### src/sv/rtyc_pkg.sv
// Shared types and constants for the RGB to YCbCr palette entry unit.
package rtyc_pkg;

    // 17 magnitude bits plus sign hold every weighted sum of three 8-bit channels.
    localparam int SUM_W = 18;
    localparam int CH_W  = 8;

    typedef logic signed [SUM_W-1:0] sum_t;
    typedef logic [CH_W-1:0]         chan_t;

    // Luma weights sum to 256; in each chroma row the positive weight equals
    // the sum of the two negative ones, so gray gives a zero chroma sum.
    localparam sum_t Y_R  = 18'sd77;
    localparam sum_t Y_G  = 18'sd150;
    localparam sum_t Y_B  = 18'sd29;
    localparam sum_t CB_R = 18'sd44;
    localparam sum_t CB_G = 18'sd87;
    localparam sum_t CB_B = 18'sd131;
    localparam sum_t CR_R = 18'sd131;
    localparam sum_t CR_G = 18'sd110;
    localparam sum_t CR_B = 18'sd21;

    localparam logic [7:0] ROUND_HALF = 8'd128;
    localparam logic [7:0] CHROMA_OFS = 8'd128;

endpackage

### src/sv/rgb_to_ycbcr_palette_entry_unit.sv
// Top level: three-stage RGB to packed YCbCr palette word pipeline.
//
//  Channel  Handshake            Payload
//  input    in_valid / in_stall  entry_index[7:0], red[7:0], green[7:0], blue[7:0]
//  output   out_valid/ out_stall write_index[7:0], palette_word[15:0]
//
// One item per clock while out_stall is low; out_valid is the stage 3 valid register.
// Stage 1 forms the three weighted sums, stage 2 divides, rounds and clamps,
// stage 3 requantizes and packs into the output register.
// rst_n clears all stage valid bits; payload registers are not reset.
// Each stage holds while the next one is full and stalled, so bubbles are squeezed out
// and a stalled output keeps its item unchanged.
module rgb_to_ycbcr_palette_entry_unit
(
    input  logic        clk,
    input  logic        rst_n,
    input  logic        in_valid,
    output logic        in_stall,
    input  logic [7:0]  entry_index,
    input  logic [7:0]  red,
    input  logic [7:0]  green,
    input  logic [7:0]  blue,
    output logic        out_valid,
    input  logic        out_stall,
    output logic [7:0]  write_index,
    output logic [15:0] palette_word
);

    // Stage 1 registers
    logic             v1_reg;
    logic [7:0]       idx1_reg;
    rtyc_pkg::sum_t   ysum_reg, cbsum_reg, crsum_reg;
    rtyc_pkg::sum_t   ysum_next, cbsum_next, crsum_next;
    // Stage 2 registers
    logic             v2_reg;
    logic [7:0]       idx2_reg;
    rtyc_pkg::chan_t  y8_reg, cb8_reg, cr8_reg;
    rtyc_pkg::chan_t  y8_next, cb8_next, cr8_next;
    // Stage 3 (output) registers
    logic             v3_reg;
    logic [7:0]       idx3_reg;
    logic [15:0]      word_reg;
    logic [15:0]      word_next;

    logic             adv1, adv2, adv3;
    rtyc_pkg::sum_t   r_ext, g_ext, b_ext;
    logic [5:0]       y6;
    logic [3:0]       cb4, cr4;

    function automatic logic [5:0] quant_luma(input rtyc_pkg::chan_t v);
        logic [6:0] q;
        q = {1'b0, v[7:2]} + {6'd0, (v[1:0] == 2'd3)};
        return q[6] ? 6'h3F : q[5:0];
    endfunction

    function automatic logic [3:0] quant_chroma(input rtyc_pkg::chan_t v);
        logic [4:0] q;
        q = {1'b0, v[7:4]} + {4'd0, (v[3:0] > 4'd8)};
        return q[4] ? 4'hF : q[3:0];
    endfunction

    assign adv3     = !v3_reg || !out_stall;
    assign adv2     = !v2_reg || adv3;
    assign adv1     = !v1_reg || adv2;
    assign in_stall = !adv1;

    // Stage 1: constant-weight multiply-adds
    always_comb
    begin
        r_ext      = $signed({10'd0, red});
        g_ext      = $signed({10'd0, green});
        b_ext      = $signed({10'd0, blue});
        ysum_next  = r_ext * rtyc_pkg::Y_R + g_ext * rtyc_pkg::Y_G + b_ext * rtyc_pkg::Y_B;
        cbsum_next = b_ext * rtyc_pkg::CB_B - r_ext * rtyc_pkg::CB_R - g_ext * rtyc_pkg::CB_G;
        crsum_next = r_ext * rtyc_pkg::CR_R - g_ext * rtyc_pkg::CR_G - b_ext * rtyc_pkg::CR_B;
    end

    // Stage 2: divide, round, offset, clamp
    rtyc_div_clamp u_y_div
    (
        .sum       (ysum_reg),
        .is_chroma (1'b0),
        .value     (y8_next)
    );

    rtyc_div_clamp u_cb_div
    (
        .sum       (cbsum_reg),
        .is_chroma (1'b1),
        .value     (cb8_next)
    );

    rtyc_div_clamp u_cr_div
    (
        .sum       (crsum_reg),
        .is_chroma (1'b1),
        .value     (cr8_next)
    );

    // Stage 3: requantize and pack
    always_comb
    begin
        y6        = quant_luma(y8_reg);
        cb4       = quant_chroma(cb8_reg);
        cr4       = quant_chroma(cr8_reg);
        word_next = {y6, cb4, cr4, 2'b00};
    end

    always_ff @(posedge clk or negedge rst_n)
    begin
        if (!rst_n)
        begin
            v1_reg <= 1'b0;
            v2_reg <= 1'b0;
            v3_reg <= 1'b0;
        end
        else
        begin
            if (adv1)
            begin
                v1_reg <= in_valid;
            end
            if (adv2)
            begin
                v2_reg <= v1_reg;
            end
            if (adv3)
            begin
                v3_reg <= v2_reg;
            end
        end
    end

    always_ff @(posedge clk)
    begin
        if (adv1 && in_valid)
        begin
            idx1_reg  <= entry_index;
            ysum_reg  <= ysum_next;
            cbsum_reg <= cbsum_next;
            crsum_reg <= crsum_next;
        end
        if (adv2 && v1_reg)
        begin
            idx2_reg <= idx1_reg;
            y8_reg   <= y8_next;
            cb8_reg  <= cb8_next;
            cr8_reg  <= cr8_next;
        end
        if (adv3 && v2_reg)
        begin
            idx3_reg <= idx2_reg;
            word_reg <= word_next;
        end
    end

    assign out_valid    = v3_reg;
    assign write_index  = idx3_reg;
    assign palette_word = word_reg;

endmodule

### src/sv/rtyc_div_clamp.sv
// Sum / 256 with truncation toward zero, remainder rounding, chroma offset and 0..255 clamp.
module rtyc_div_clamp
(
    input  rtyc_pkg::sum_t  sum,
    input  logic            is_chroma,
    output rtyc_pkg::chan_t value
);

    logic [16:0]        mag;
    logic [9:0]         rnd_mag;
    logic signed [11:0] q;
    logic signed [11:0] ofs;
    logic signed [11:0] biased;

    always_comb
    begin
        if (sum[rtyc_pkg::SUM_W-1])
        begin
            mag = 17'(-sum);
        end
        else
        begin
            mag = sum[16:0];
        end
        // Truncated quotient magnitude; a remainder past one half pushes it away from zero,
        // which covers both the round-up and the round-down case.
        rnd_mag = {1'b0, mag[16:8]} + {9'd0, (mag[7:0] > rtyc_pkg::ROUND_HALF)};
        if (sum[rtyc_pkg::SUM_W-1])
        begin
            q = -$signed({2'b00, rnd_mag});
        end
        else
        begin
            q = $signed({2'b00, rnd_mag});
        end
        ofs    = is_chroma ? $signed({4'd0, rtyc_pkg::CHROMA_OFS}) : 12'sd0;
        biased = q + ofs;
        if (biased < 12'sd0)
        begin
            value = '0;
        end
        else if (biased > 12'sd255)
        begin
            value = '1;
        end
        else
        begin
            value = biased[7:0];
        end
    end

endmodule

### config.mk
export PLATFORM = sky130hd
export DESIGN_NAME = rgb_to_ycbcr_palette_entry_unit
export DESIGN_NICKNAME = d
export VERILOG_FILES = /design/src/sv/rtyc_pkg.sv /design/src/sv/rgb_to_ycbcr_palette_entry_unit.sv /design/src/sv/rtyc_div_clamp.sv
export SDC_FILE = /design/constraint.sdc
export NUM_CORES = 1
export LEC_CHECK = 0
export ABC_AREA = 0
export BUFFER_PORTS_ARGS = -buffer_cell sky130_fd_sc_hd__buf_4
export CORE_UTILIZATION = 65
export CTS_BUF_LIST = sky130_fd_sc_hd__clkbuf_4 sky130_fd_sc_hd__clkbuf_8
export DETAILED_ROUTE_END_ITERATION = 8
export GPL_TIMING_DRIVEN = 0
export PLACE_DENSITY = 0.85
export SLEW_MARGIN = 20
export SYNTH_ARGS = -nofsm -noshare
export SYNTH_HDL_FRONTEND = slang
export SYNTH_HIERARCHICAL = 1
export SYNTH_SLANG_ARGS = --single-unit
### constraint.sdc
create_clock -name clk -period 6.05 [get_ports clk]
set_input_delay 0.3025 -clock clk [delete_from_list [all_inputs] [get_ports clk]]
set_output_delay 0.3025 -clock clk [all_outputs]
set_load 0.02 [all_outputs]
==> impl_metrics.tcl <==
set metrics [dict create \
    status "complete, but fails checks" \
    violations "setup timing" \
    r2r_slack_ns 0.54 \
    cp-end-kind "flop" \
    final_nets 2508 \
    core_um2 27800 \
    syn_inst 1915 \
    min_path_type "primary input to flop" \
    ys_top_cells_by_area "ha_1, edfxtp_1, fa_1" \
    yosysSeqAreaShare 0.190 \
    n_fill_cell 1897 \
    insertion_delay_ns 0.43 \
    finalWirelength_mm 40.8 \
    crit_end "crsum_reg[14]" \
    slew_headroom 0.490 \
    crit_path_start_kind "primary input" \
    globalplace.congestion 0.933 \
    multi_input_area_um2 14200 \
    path_class "primary input to flop" \
    fin_ws_ns -0.0311 \
    met2_usage 0.503 \
    antenna_found_initial 0 \
    syn_to_final_growth_pct 12.6 \
    hold_viol_final 0 \
    overflow 0 \
    synthArstFlopShare 0.0256 \
    gr-usage-met3 0.0274 \
    ys_ff_latch 117 \
    grt_pass1_vias 14032 \
    synth_top_area_share 0.234 \
    ys_warn_count 6 \
    first_pass_iters 7 \
    largest_reg_flops 18 \
    crit_arrival_ns 6.25 \
    cts_tree "built" \
    root_buffer "clkbuf_8" \
    min_period_ns 6.08 \
    grt_pass1_wl_mm 64.3 \
    cts_buffers 17 \
    die_w_um 170 \
    avgViaCountPerCell 5.88 \
    ctsLongestPathBuffers 2 \
    critPathMaxFanout 8 \
    syn_avg_cell_area_um2 9.61 \
    synth-edff-count 114 \
    setup_viol 5 \
    r2r_start "ysum_reg[0]" \
    drtIter0Drc 782 \
    dpl_cell_area_um2 19500 \
    final_cells 2409 \
    via_count 14175 \
    worstSetupStartpoint "green[6]" \
    grt_use_total 0.277 \
    fin_skew_ns 0.0153 \
    r2r-end "cr8_reg[4]" \
    io_buffers 59 \
    synth.cells.most_frequent "ha_1, inv_1, xnor2_1" \
    fmax_mhz 164 \
    critPathSlowestCell "fa_1" \
    grtUsageMet1 0.336 \
    antenna_cells 0 \
    synth.cell_area_um2 18400 \
    reg2reg_depth 22 \
    fp.dieArea_um2 29000 \
    fp.dieH_um 170 \
    rsz0062_at_grt "true" \
    max_stage_delay_ns 0.55 \
    io_pins 62 \
    placed_cells 2358 \
    grt_max_degree 61 \
    yosysUniqueCellTypes 91 \
    std_cell_rows 61 \
    hold_slack_ns 0.0458 \
    drive_gt1_frac 0.155 \
    tightest_slew_ns 0.764 \
    wl_per_cell_um 17.0 \
    clkTransAtPathRegs_ns 0.08 \
    dp_hpwl_mm 31.7 \
    route.detailed.drc 0 \
    start_util 0.662 \
    ctsHtreeMaxLevel 4 \
    seq_area_um2 3500 \
    fin_crit_sh 1.01 \
    ys.flop_type "edfxtp_1" \
    finalMaxSlewViolations 0 \
    yosys.area.top_type "ha_1" \
    min-delay-start "entry_index[6]" \
    clock_sinks 117 \
    cp_common_cell "ha_4" \
    yosys.cell_count.top_type "ha_1" \
    postRouteAntennaNets 0 \
    cp.required_ns 6.22 \
    grt.busiest_layer "met2" \
    postLayoutCellArea_um2 20700 \
    cap_viol_max_count 0 \
]
[critical path, delay by kind of cell]
family	cells	cell delay (ns)
and+or+nand+nor	3	0.44
buffers and inverters	7	0.48
AOI/OAI and AO/OA	6	0.92
adders and majority gates	10	3.66
xor gates and xnor gates	3	0.43
[cells in the final DEF (no fill, tap or decap), types with 10 or more instances in the layout]
cell type	n
a211oi_1	10
a21o_1	28
a21oi_1	89
a21oi_2	14
a31oi_1	13
buf_4	86
clkbuf_1	15
clkbuf_8	17
edfxtp_1	114
fa_1	109
ha_1	314
ha_4	25
inv_1	299
nand2_1	59
nand2b_1	37
nand3_1	29
nand3b_1	11
nand4b_1	13
nor2_1	93
nor2b_1	30
nor3_1	22
nor4bb_1	13
o21a_1	19
o21ai_0	46
o21ai_1	17
o21bai_1	15
o31a_1	10
o31ai_1	11
or3_1	11
xnor2_1	113
xor2_1	57
[logic make-up (layout without fill, tap and decap cells)]
logic type	after synthesis	after routing	share of synthesized area
and+or+nand+nor	423	423	0.133
xor gates and xnor gates	181	181	0.0886
buffers and inverters	356	467	0.0773
muxes	7	7	0.00408
adders and majority gates	454	454	0.354
DFF	117	117	0.190
other	2	7	0.000408
AOI/OAI and AO/OA	375	375	0.153
[cell type report]
class / instances / area share
inverters: 309 / 0.0566
well taps: 378 / 0.0228
multi-input cells: 1447 / 0.685
flip-flops and latches: 117 / 0.169
repair buffers: 82 / 0.0320
clock buffers: 17 / 0.0113
clock inverters: 15 / 0.0104
plain buffers: 44 / 0.0125
[metrics by stage]
step	worst slack, ns	TNS [ns]	util
final	-0.0311	-0.112	0.745
after global routing	-0.222	-1.42	0.745
after CTS	0.000138	0	0.728
after detailed placement	-0.701	-7.92	0.703
after global placement	-0.587	-5.91	0.702
after floorplan	-0.0287	-0.0444	-
[how the worst min path moves through the flow]
stage,end,depth (start not counted)
after floorplan,out_valid,0
after global placement,out_valid,1
after detailed placement,v2_reg,1
after CTS,idx1_reg[6],1
after global routing,idx1_reg[6],1
final,idx1_reg[6],1
[routing by layer]
metal  vias up  share of wire
li1       6892              -
met1      6811           0.41
met2       387           0.52
met3        85          0.042
met4         0          0.028
met5         -              0
[repair_timing]
| action | CTS | global route |
|---|---|---|
| resized for setup | 31 | 78 |
| pin swaps | 22 | 49 |
| buffers inserted | 7 | 14 |
| hold endpoints to repair | 3 | 0 |
| hold buffers | 1 | 0 |
| setup endpoints to repair | 14 | 31 |
Power is not shown: default switching activity piles up to over one toggle a cycle in this logic, so the estimate is an artifact.
